===== src/hdl/wsd_pkg.sv =====
// Shared types and constants for the WebSocket frame deframer.
// Used by wsd_parser and websocket_frame_deframer; depends on nothing else.
package wsd_pkg;

  localparam int LenWidth = 63;

  // Parse phase codes.
  localparam logic [2:0] PH_HDR0 = 3'd0;
  localparam logic [2:0] PH_HDR1 = 3'd1;
  localparam logic [2:0] PH_EXT  = 3'd2;
  localparam logic [2:0] PH_KEY  = 3'd3;
  localparam logic [2:0] PH_DATA = 3'd4;

  // Seven-bit length codes that announce an extended length.
  localparam logic [6:0] LEN_CODE_16 = 7'd126;
  localparam logic [6:0] LEN_CODE_64 = 7'd127;

  // Result kinds.
  localparam logic RK_PAYLOAD = 1'b0;
  localparam logic RK_EMPTY   = 1'b1;

  typedef struct packed {
    logic [7:0]          out_byte;
    logic                result_kind;
    logic                fin_flag;
    logic [2:0]          reserved_bits;
    logic [3:0]          frame_opcode;
    logic                masked_flag;
    logic [LenWidth-1:0] payload_length;
    logic                last_of_frame;
  } wsd_result_t;

endpackage


===== src/hdl/wsd_parser.sv =====
// Frame parser state and next-state logic: one stream byte per enabled cycle.
// Depends on wsd_pkg.
module wsd_parser import wsd_pkg::*; (
  input  logic        clk,
  input  logic        rst,
  input  logic        en,
  input  logic [7:0]  in_byte,
  input  logic        start_of_message,
  output logic        res_valid,
  output wsd_result_t res
);

  logic [2:0]          phase, phase_next;
  logic [2:0]          ext_count, ext_count_next;
  logic [LenWidth-1:0] len_accum, len_accum_next;
  logic [LenWidth-1:0] remaining, remaining_next;
  logic [31:0]         mask_key, mask_key_next;
  logic [1:0]          key_index, key_index_next;
  // {fin, rsv[2:0], opcode[3:0], mask}
  logic [8:0]          hdr, hdr_next;

  logic [2:0]          phase_eff;
  logic                len_done;
  logic                enter_payload;
  logic [7:0]          key_byte;
  logic [LenWidth-1:0] rem_dec;

  assign phase_eff = start_of_message ? PH_HDR0 : phase;
  assign rem_dec   = remaining - LenWidth'(1);

  always_comb begin
    phase_next     = phase;
    ext_count_next = ext_count;
    len_accum_next = len_accum;
    remaining_next = remaining;
    mask_key_next  = mask_key;
    key_index_next = key_index;
    hdr_next       = hdr;
    len_done       = 1'b0;
    enter_payload  = 1'b0;
    res_valid      = 1'b0;
    key_byte       = 8'd0;
    res.out_byte    = 8'd0;
    res.result_kind = RK_PAYLOAD;
    res.last_of_frame = 1'b0;

    unique case (phase_eff)
      PH_HDR1: begin
        hdr_next[0]    = in_byte[7];
        len_accum_next = '0;
        if (in_byte[6:0] == LEN_CODE_16) begin
          ext_count_next = 3'd1;
          phase_next     = PH_EXT;
        end else if (in_byte[6:0] == LEN_CODE_64) begin
          ext_count_next = 3'd7;
          phase_next     = PH_EXT;
        end else begin
          len_accum_next = LenWidth'(in_byte[6:0]);
          len_done       = 1'b1;
        end
      end
      PH_EXT: begin
        // The top bit of an eight-byte length falls off the 63-bit register.
        len_accum_next = {len_accum[LenWidth-9:0], in_byte};
        if (ext_count == 3'd0) begin
          len_done = 1'b1;
        end else begin
          ext_count_next = ext_count - 3'd1;
        end
      end
      PH_KEY: begin
        mask_key_next = {mask_key[23:0], in_byte};
        if (key_index == 2'd3) begin
          enter_payload = 1'b1;
        end else begin
          key_index_next = key_index + 2'd1;
        end
      end
      PH_DATA: begin
        unique case (key_index)
          2'd0:    key_byte = mask_key[31:24];
          2'd1:    key_byte = mask_key[23:16];
          2'd2:    key_byte = mask_key[15:8];
          default: key_byte = mask_key[7:0];
        endcase
        remaining_next    = rem_dec;
        res_valid         = 1'b1;
        res.out_byte      = in_byte ^ key_byte;
        res.last_of_frame = (rem_dec == '0);
        key_index_next    = key_index + 2'd1;
        if (rem_dec == '0) begin
          phase_next = PH_HDR0;
        end
      end
      default: begin
        hdr_next       = {in_byte[7], in_byte[6:4], in_byte[3:0], 1'b0};
        ext_count_next = 3'd0;
        len_accum_next = '0;
        remaining_next = '0;
        key_index_next = 2'd0;
        phase_next     = PH_HDR1;
      end
    endcase

    // Length complete: an unmasked frame runs with an all-zero key.
    if (len_done) begin
      mask_key_next = 32'd0;
      if (hdr_next[0]) begin
        key_index_next = 2'd0;
        phase_next     = PH_KEY;
      end else begin
        enter_payload = 1'b1;
      end
    end

    if (enter_payload) begin
      key_index_next = 2'd0;
      if (len_accum_next == '0) begin
        remaining_next    = '0;
        phase_next        = PH_HDR0;
        res_valid         = 1'b1;
        res.out_byte      = 8'd0;
        res.result_kind   = RK_EMPTY;
        res.last_of_frame = 1'b1;
      end else begin
        remaining_next = len_accum_next;
        phase_next     = PH_DATA;
      end
    end

    res.fin_flag       = hdr_next[8];
    res.reserved_bits  = hdr_next[7:5];
    res.frame_opcode   = hdr_next[4:1];
    res.masked_flag    = hdr_next[0];
    res.payload_length = len_accum_next;
  end

  always_ff @(posedge clk) begin
    if (rst) begin
      phase     <= PH_HDR0;
      ext_count <= 3'd0;
      len_accum <= '0;
      remaining <= '0;
      mask_key  <= 32'd0;
      key_index <= 2'd0;
      hdr       <= 9'd0;
    end else if (en) begin
      phase     <= phase_next;
      ext_count <= ext_count_next;
      len_accum <= len_accum_next;
      remaining <= remaining_next;
      mask_key  <= mask_key_next;
      key_index <= key_index_next;
      hdr       <= hdr_next;
    end
  end

endmodule


===== src/hdl/websocket_frame_deframer.sv =====
// Channel   | Signals                                  | Transfer when
// input     | in_valid, in_ready, in_byte, start_of_message | in_valid && in_ready
// output    | out_valid, out_ready, out_byte .. last_of_frame | out_valid && out_ready
//
// One stream byte is taken per cycle while in_ready is high; its result, if any, appears on the
// output register in the next cycle. Header, length and key bytes give no result,
// except the byte that completes a zero-length frame, which gives the empty-frame result.
// Throughput is set by the single output register: input stalls only while a
// result is held there and out_ready is low. Reset clears the parser to expect
// a first header byte and empties the output register.
// Top level of the WebSocket frame deframer; depends on wsd_pkg and wsd_parser.
module websocket_frame_deframer import wsd_pkg::*; (
  input  logic                clk,
  input  logic                rst,
  input  logic                in_valid,
  output logic                in_ready,
  input  logic [7:0]          in_byte,
  input  logic                start_of_message,
  output logic                out_valid,
  input  logic                out_ready,
  output logic [7:0]          out_byte,
  output logic                result_kind,
  output logic                fin_flag,
  output logic [2:0]          reserved_bits,
  output logic [3:0]          frame_opcode,
  output logic                masked_flag,
  output logic [LenWidth-1:0] payload_length,
  output logic                last_of_frame
);

  logic        accept;
  logic        res_valid;
  wsd_result_t res;
  wsd_result_t out_reg;

  assign in_ready = !out_valid || out_ready;
  assign accept   = in_valid && in_ready;

  wsd_parser u_parser (
    .clk              (clk),
    .rst              (rst),
    .en               (accept),
    .in_byte          (in_byte),
    .start_of_message (start_of_message),
    .res_valid        (res_valid),
    .res              (res)
  );

  always_ff @(posedge clk) begin
    if (rst) begin
      out_valid <= 1'b0;
    end else if (in_ready) begin
      out_valid <= accept && res_valid;
    end
  end

  always_ff @(posedge clk) begin
    if (accept) begin
      out_reg <= res;
    end
  end

  assign out_byte       = out_reg.out_byte;
  assign result_kind    = out_reg.result_kind;
  assign fin_flag       = out_reg.fin_flag;
  assign reserved_bits  = out_reg.reserved_bits;
  assign frame_opcode   = out_reg.frame_opcode;
  assign masked_flag    = out_reg.masked_flag;
  assign payload_length = out_reg.payload_length;
  assign last_of_frame  = out_reg.last_of_frame;

  // An empty-frame result always closes its frame with a zero byte.
  a_empty_frame: assert property (@(posedge clk) disable iff (rst)
    out_valid && (result_kind == RK_EMPTY) |->
      last_of_frame && (out_byte == 8'd0) && (payload_length == '0))
    else $error("empty-frame result with bad fields");

  // A payload byte is never reported for a zero-length frame.
  a_payload_len: assert property (@(posedge clk) disable iff (rst)
    out_valid && (result_kind == RK_PAYLOAD) |-> (payload_length != '0))
    else $error("payload result with zero length");

  // A forced first header byte produces no result.
  a_hdr_no_result: assert property (@(posedge clk) disable iff (rst)
    accept && start_of_message |=> !out_valid)
    else $error("header byte produced a result");

  // An empty output register never blocks the input.
  a_ready: assert property (@(posedge clk) disable iff (rst)
    !out_valid |-> in_ready)
    else $error("input stalled with empty output register");

endmodule


===== config.mk =====
export PLATFORM = sky130hd
export DESIGN_NAME = websocket_frame_deframer
export DESIGN_NICKNAME = d
export VERILOG_FILES = /design/src/hdl/wsd_pkg.sv /design/src/hdl/wsd_parser.sv /design/src/hdl/websocket_frame_deframer.sv
export SDC_FILE = /design/constraint.sdc
export NUM_CORES = 1
export LEC_CHECK = 0
export ABC_AREA = 1
export BUFFER_PORTS_ARGS = -buffer_cell sky130_fd_sc_hd__buf_2
export CORE_MARGIN = 2
export CORE_UTILIZATION = 35
export DETAILED_ROUTE_END_ITERATION = 8
export PLACE_DENSITY = 0.51
export SLEW_MARGIN = 10
export SYNTH_ARGS = -nofsm -noshare
export SYNTH_HDL_FRONTEND = slang
export SYNTH_HIERARCHICAL = 1
export SYNTH_SLANG_ARGS = --single-unit
export TNS_END_PERCENT = 1

===== constraint.sdc =====
create_clock -name clk -period 7.26 [get_ports clk]
set_clock_uncertainty 0.1 [all_clocks]
set_input_delay 0.726 -clock clk [delete_from_list [all_inputs] [get_ports clk]]
set_output_delay 0.726 -clock clk [all_outputs]
set_load 0.02 [all_outputs]

==> reports/results.txt <==
Crit-path cells: inv_2 -> nand4_1 -> buf_4 -> inv_2 -> o21ai_0 -> o21ai_1 -> o21ai_4 -> buf_4 -> inv_2 -> a21oi_4 -> inv_2 -> a21oi_1 -> o21ai_1 -> o211ai_1 -> inv_1
Cell family with the largest share of critical-path delay: buffers and inverters
Critical path's largest stage delay: 0.75 ns
Clk root buf: clkbuf_16
Reg2Reg Depth: 15
Via count: 12750
Initial antenna violation count: 0
DP Area: 14270 sq um
Max_slew headroom: 37.51%
Maximum buffer depth of the clock tree: 3
Comb power frac: 16.8%
DRC errors left: 0
Tot GR Track Use: 23.21%
Yosys top cell by area: dfxtp_1
P_sw: 1.104 mW
Sw Share: 30.09%
CTS Buf Count: 29
Dpl hpwl: 33470 um
Placed cells: 2401
Reg clk slew, reported paths: 0.06 ns
Share of the synthesized area in the top cell type: 26.39%
Total design power: 3.667 mW
Ratio of cells with drive above 1 in the final layout: 8.848%
Clk Latency, worst-skew pair: 0.57 ns
Asr flop ratio synth: 0%
# Post-CTS Setup Buffers: 0
Stages on worst setup path: 15
Worst reg2reg endpoint: u_parser/remaining[61]
Congestion Overflow GR: 0
Peak supply drop: 0.0001613 V
Final Non-Filler Cells: 2455
Final core utilization: 40.43%
Buf/Inv on CP: 7
Area grow syn2layout: 13.80%
Row cnt: 71
Vias per inst: 5.192
Vias in the first global route: 11920
RSZ-0062 raised after global routing: false
WP data required: 7.62 ns
Tcrit/Tclk final: 58.56%
# clock sinks: 258
Reg2reg start: u_parser/phase[0]
Tmin final: 4.251 ns
Syn avg cell area: 7.166 sq um
Sequential share of power: 44.4%
Pleak: 7.103 nW
Register area share after synthesis: 44.84%
Commonest non-fill, non-tap cells in the layout: nand2_1, nor2_1, inv_1
MaxCap Viol Count: 0
Final wirelength: 46430 um
Yosys cell types: 40
# resized after CTS: 0
WS Path Type: register to register
Mapped cell area: 13350 sq um
Status: completed
Syn Inst Count: 1863
Clock share of power: 38.8%
Reg area: 5986 sq um
Final ANT Viol Nets: 0
Final setup margin: 3.009 ns
Worst Setup End Kind: register
Fill cells: 3993
Worst hold path type: primary input to register
Multi-input gate area: 6033 sq um
R2r setup slk: 3.01 ns
CTS tree: built
Buffers on Ports: 96
Hold-fix buffers, CTS: 0
Final Setup Violations: 0
Largest net degree at the start of global routing: 100
Final nets: 1945
Placement Setup Slack: 2.597 ns
Max-slew violations: 0
CTS H-tree depth: 1
Design area: 15190 sq um
Final Hold Fails: 0
Chip width: 199.3 um
Power per standard cell area: 241.4 nW/um^2
Ports: 97
Worst Hold Depth: 3
EDFF count, synth: 82
Most common cell after layout, fill and taps aside: nand2_1
Iteration count of the initial detailed-routing pass: 5
WHS: 0.3386 ns
Largest cells by area after synthesis: dfxtp_1, edfxtp_1, nand2_1
Hold Path End: out_valid
Post-route setup TNS: 0 ns
First-pass GRT wire length: 70300 um
Critical path arrival: 4.61 ns
Measured slew at the worst slew-check pin: 0.9374 ns
Synth Warn #: 6
RD Place Congestion: 0.9690
Main synth FF type: dfxtp_1
Yosys reg bits: 258
Synth Net Count: 1887
Fmax: 235.2 MHz
Int Power: 2.563 mW
Core area: 37580 sq um
Critical Path Source Type: register
Die Area: 39720 sq um
Hold Path Origin: in_valid
Critical Path Fanout Max: 55
ANT cells: 0
WL per Instance: 18.91 um
1st-iter DRT viols: 1142
CP most frequent cell: inv_2
Starting Density: 35.53%
Critical path's slowest cell: a21oi_4
Die Y: 199.3 um
==> flip-flops by register name, indices dropped and copies added, names as in the netlist <==
| signal | flops |
|---|---|
| out_valid | 1 |
| u_parser/len_accum | 63 |
| u_parser/phase | 3 |
| u_parser/key_index | 2 |
| result_kind | 1 |
| masked_flag | 1 |
| payload_length | 63 |
| u_parser/remaining | 63 |
| reserved_bits | 3 |
| u_parser/ext_count | 3 |
| u_parser/mask_key | 32 |
| frame_opcode | 4 |
| last_of_frame | 1 |
| fin_flag | 1 |
| out_byte | 8 |
| u_parser/hdr | 9 |
==> synthesized netlist by cell type, drive strengths merged, types with 19 or more instances <==
cell type / n
o211ai: 46
a22oi: 55
a21oi: 147
buf: 21
nand3b: 20
edfxtp: 82
o22ai: 28
o21ai: 138
clkbuf: 63
nor2: 276
nand3: 53
dfxtp: 176
inv: 271
nand2: 396
a31oi: 19
==> logic make-up (layout without fill, tap and decap cells) <==
group | count (synthesis) | after routing | synth area share (%)
buf+inv | 356 | 437 | 10.14
fa+ha+maj | 11 | 11 | 1.031
simple gates | 781 | 781 | 23.67
compound gates | 446 | 446 | 19.60
flops | 258 | 258 | 44.84
xor+xnor | 11 | 11 | 0.7217
==> area by class of cell <==
cell class	count	area share [%]
multi-input combinational	1249	39.71
tap	511	4.209
inverter	272	6.720
sequential	258	39.40
clock inverter	9	0.4694
timing repair buffer	111	3.920
clock buffer	45	5.567
==> worst min-delay path, cell delays in order <==
cell and delay (ns):
buf_2 0.10, nand2_1 0.07, a21oi_2 0.05
==> power groups by stage <==
stage	Combinational [mW]	Clock [mW]	Sequential [mW]
CTS	0.612	1.46	1.63
floorplan	0.395	0	1.67
global route	0.685	1.51	1.64
global placement	0.607	0	1.66
detailed placement	0.609	0	1.66
finish	0.616	1.42	1.63
==> worst max path at each step <==
stage                             end  slack [ns]              start
6_report       u_parser/remaining[61]        3.01  u_parser/phase[0]
3_5_place_dp   u_parser/remaining[61]        2.60   start_of_message
5_1_grt        u_parser/remaining[62]        2.54  u_parser/phase[0]
4_1_cts        u_parser/remaining[61]        3.04  u_parser/phase[0]
3_3_place_gp   u_parser/remaining[57]        2.75   start_of_message
2_1_floorplan   u_parser/mask_key[11]        0.77           in_valid
==> layer usage <==
layer / GRT usage [%] / part of all wire [%] / wire length (um) / vias to the layer above
li1: - / - / - / 6265
met1: 32.56 / 46 / 21250 / 5989
met3: 3.291 / 6.8 / 3164 / 55
met5: 0 / 0 / 0 / -
met2: 37.35 / 45 / 20930 / 437
met4: 6.164 / 2.3 / 1081 / 0
Note: power is estimated with default switching activity, not from simulation.
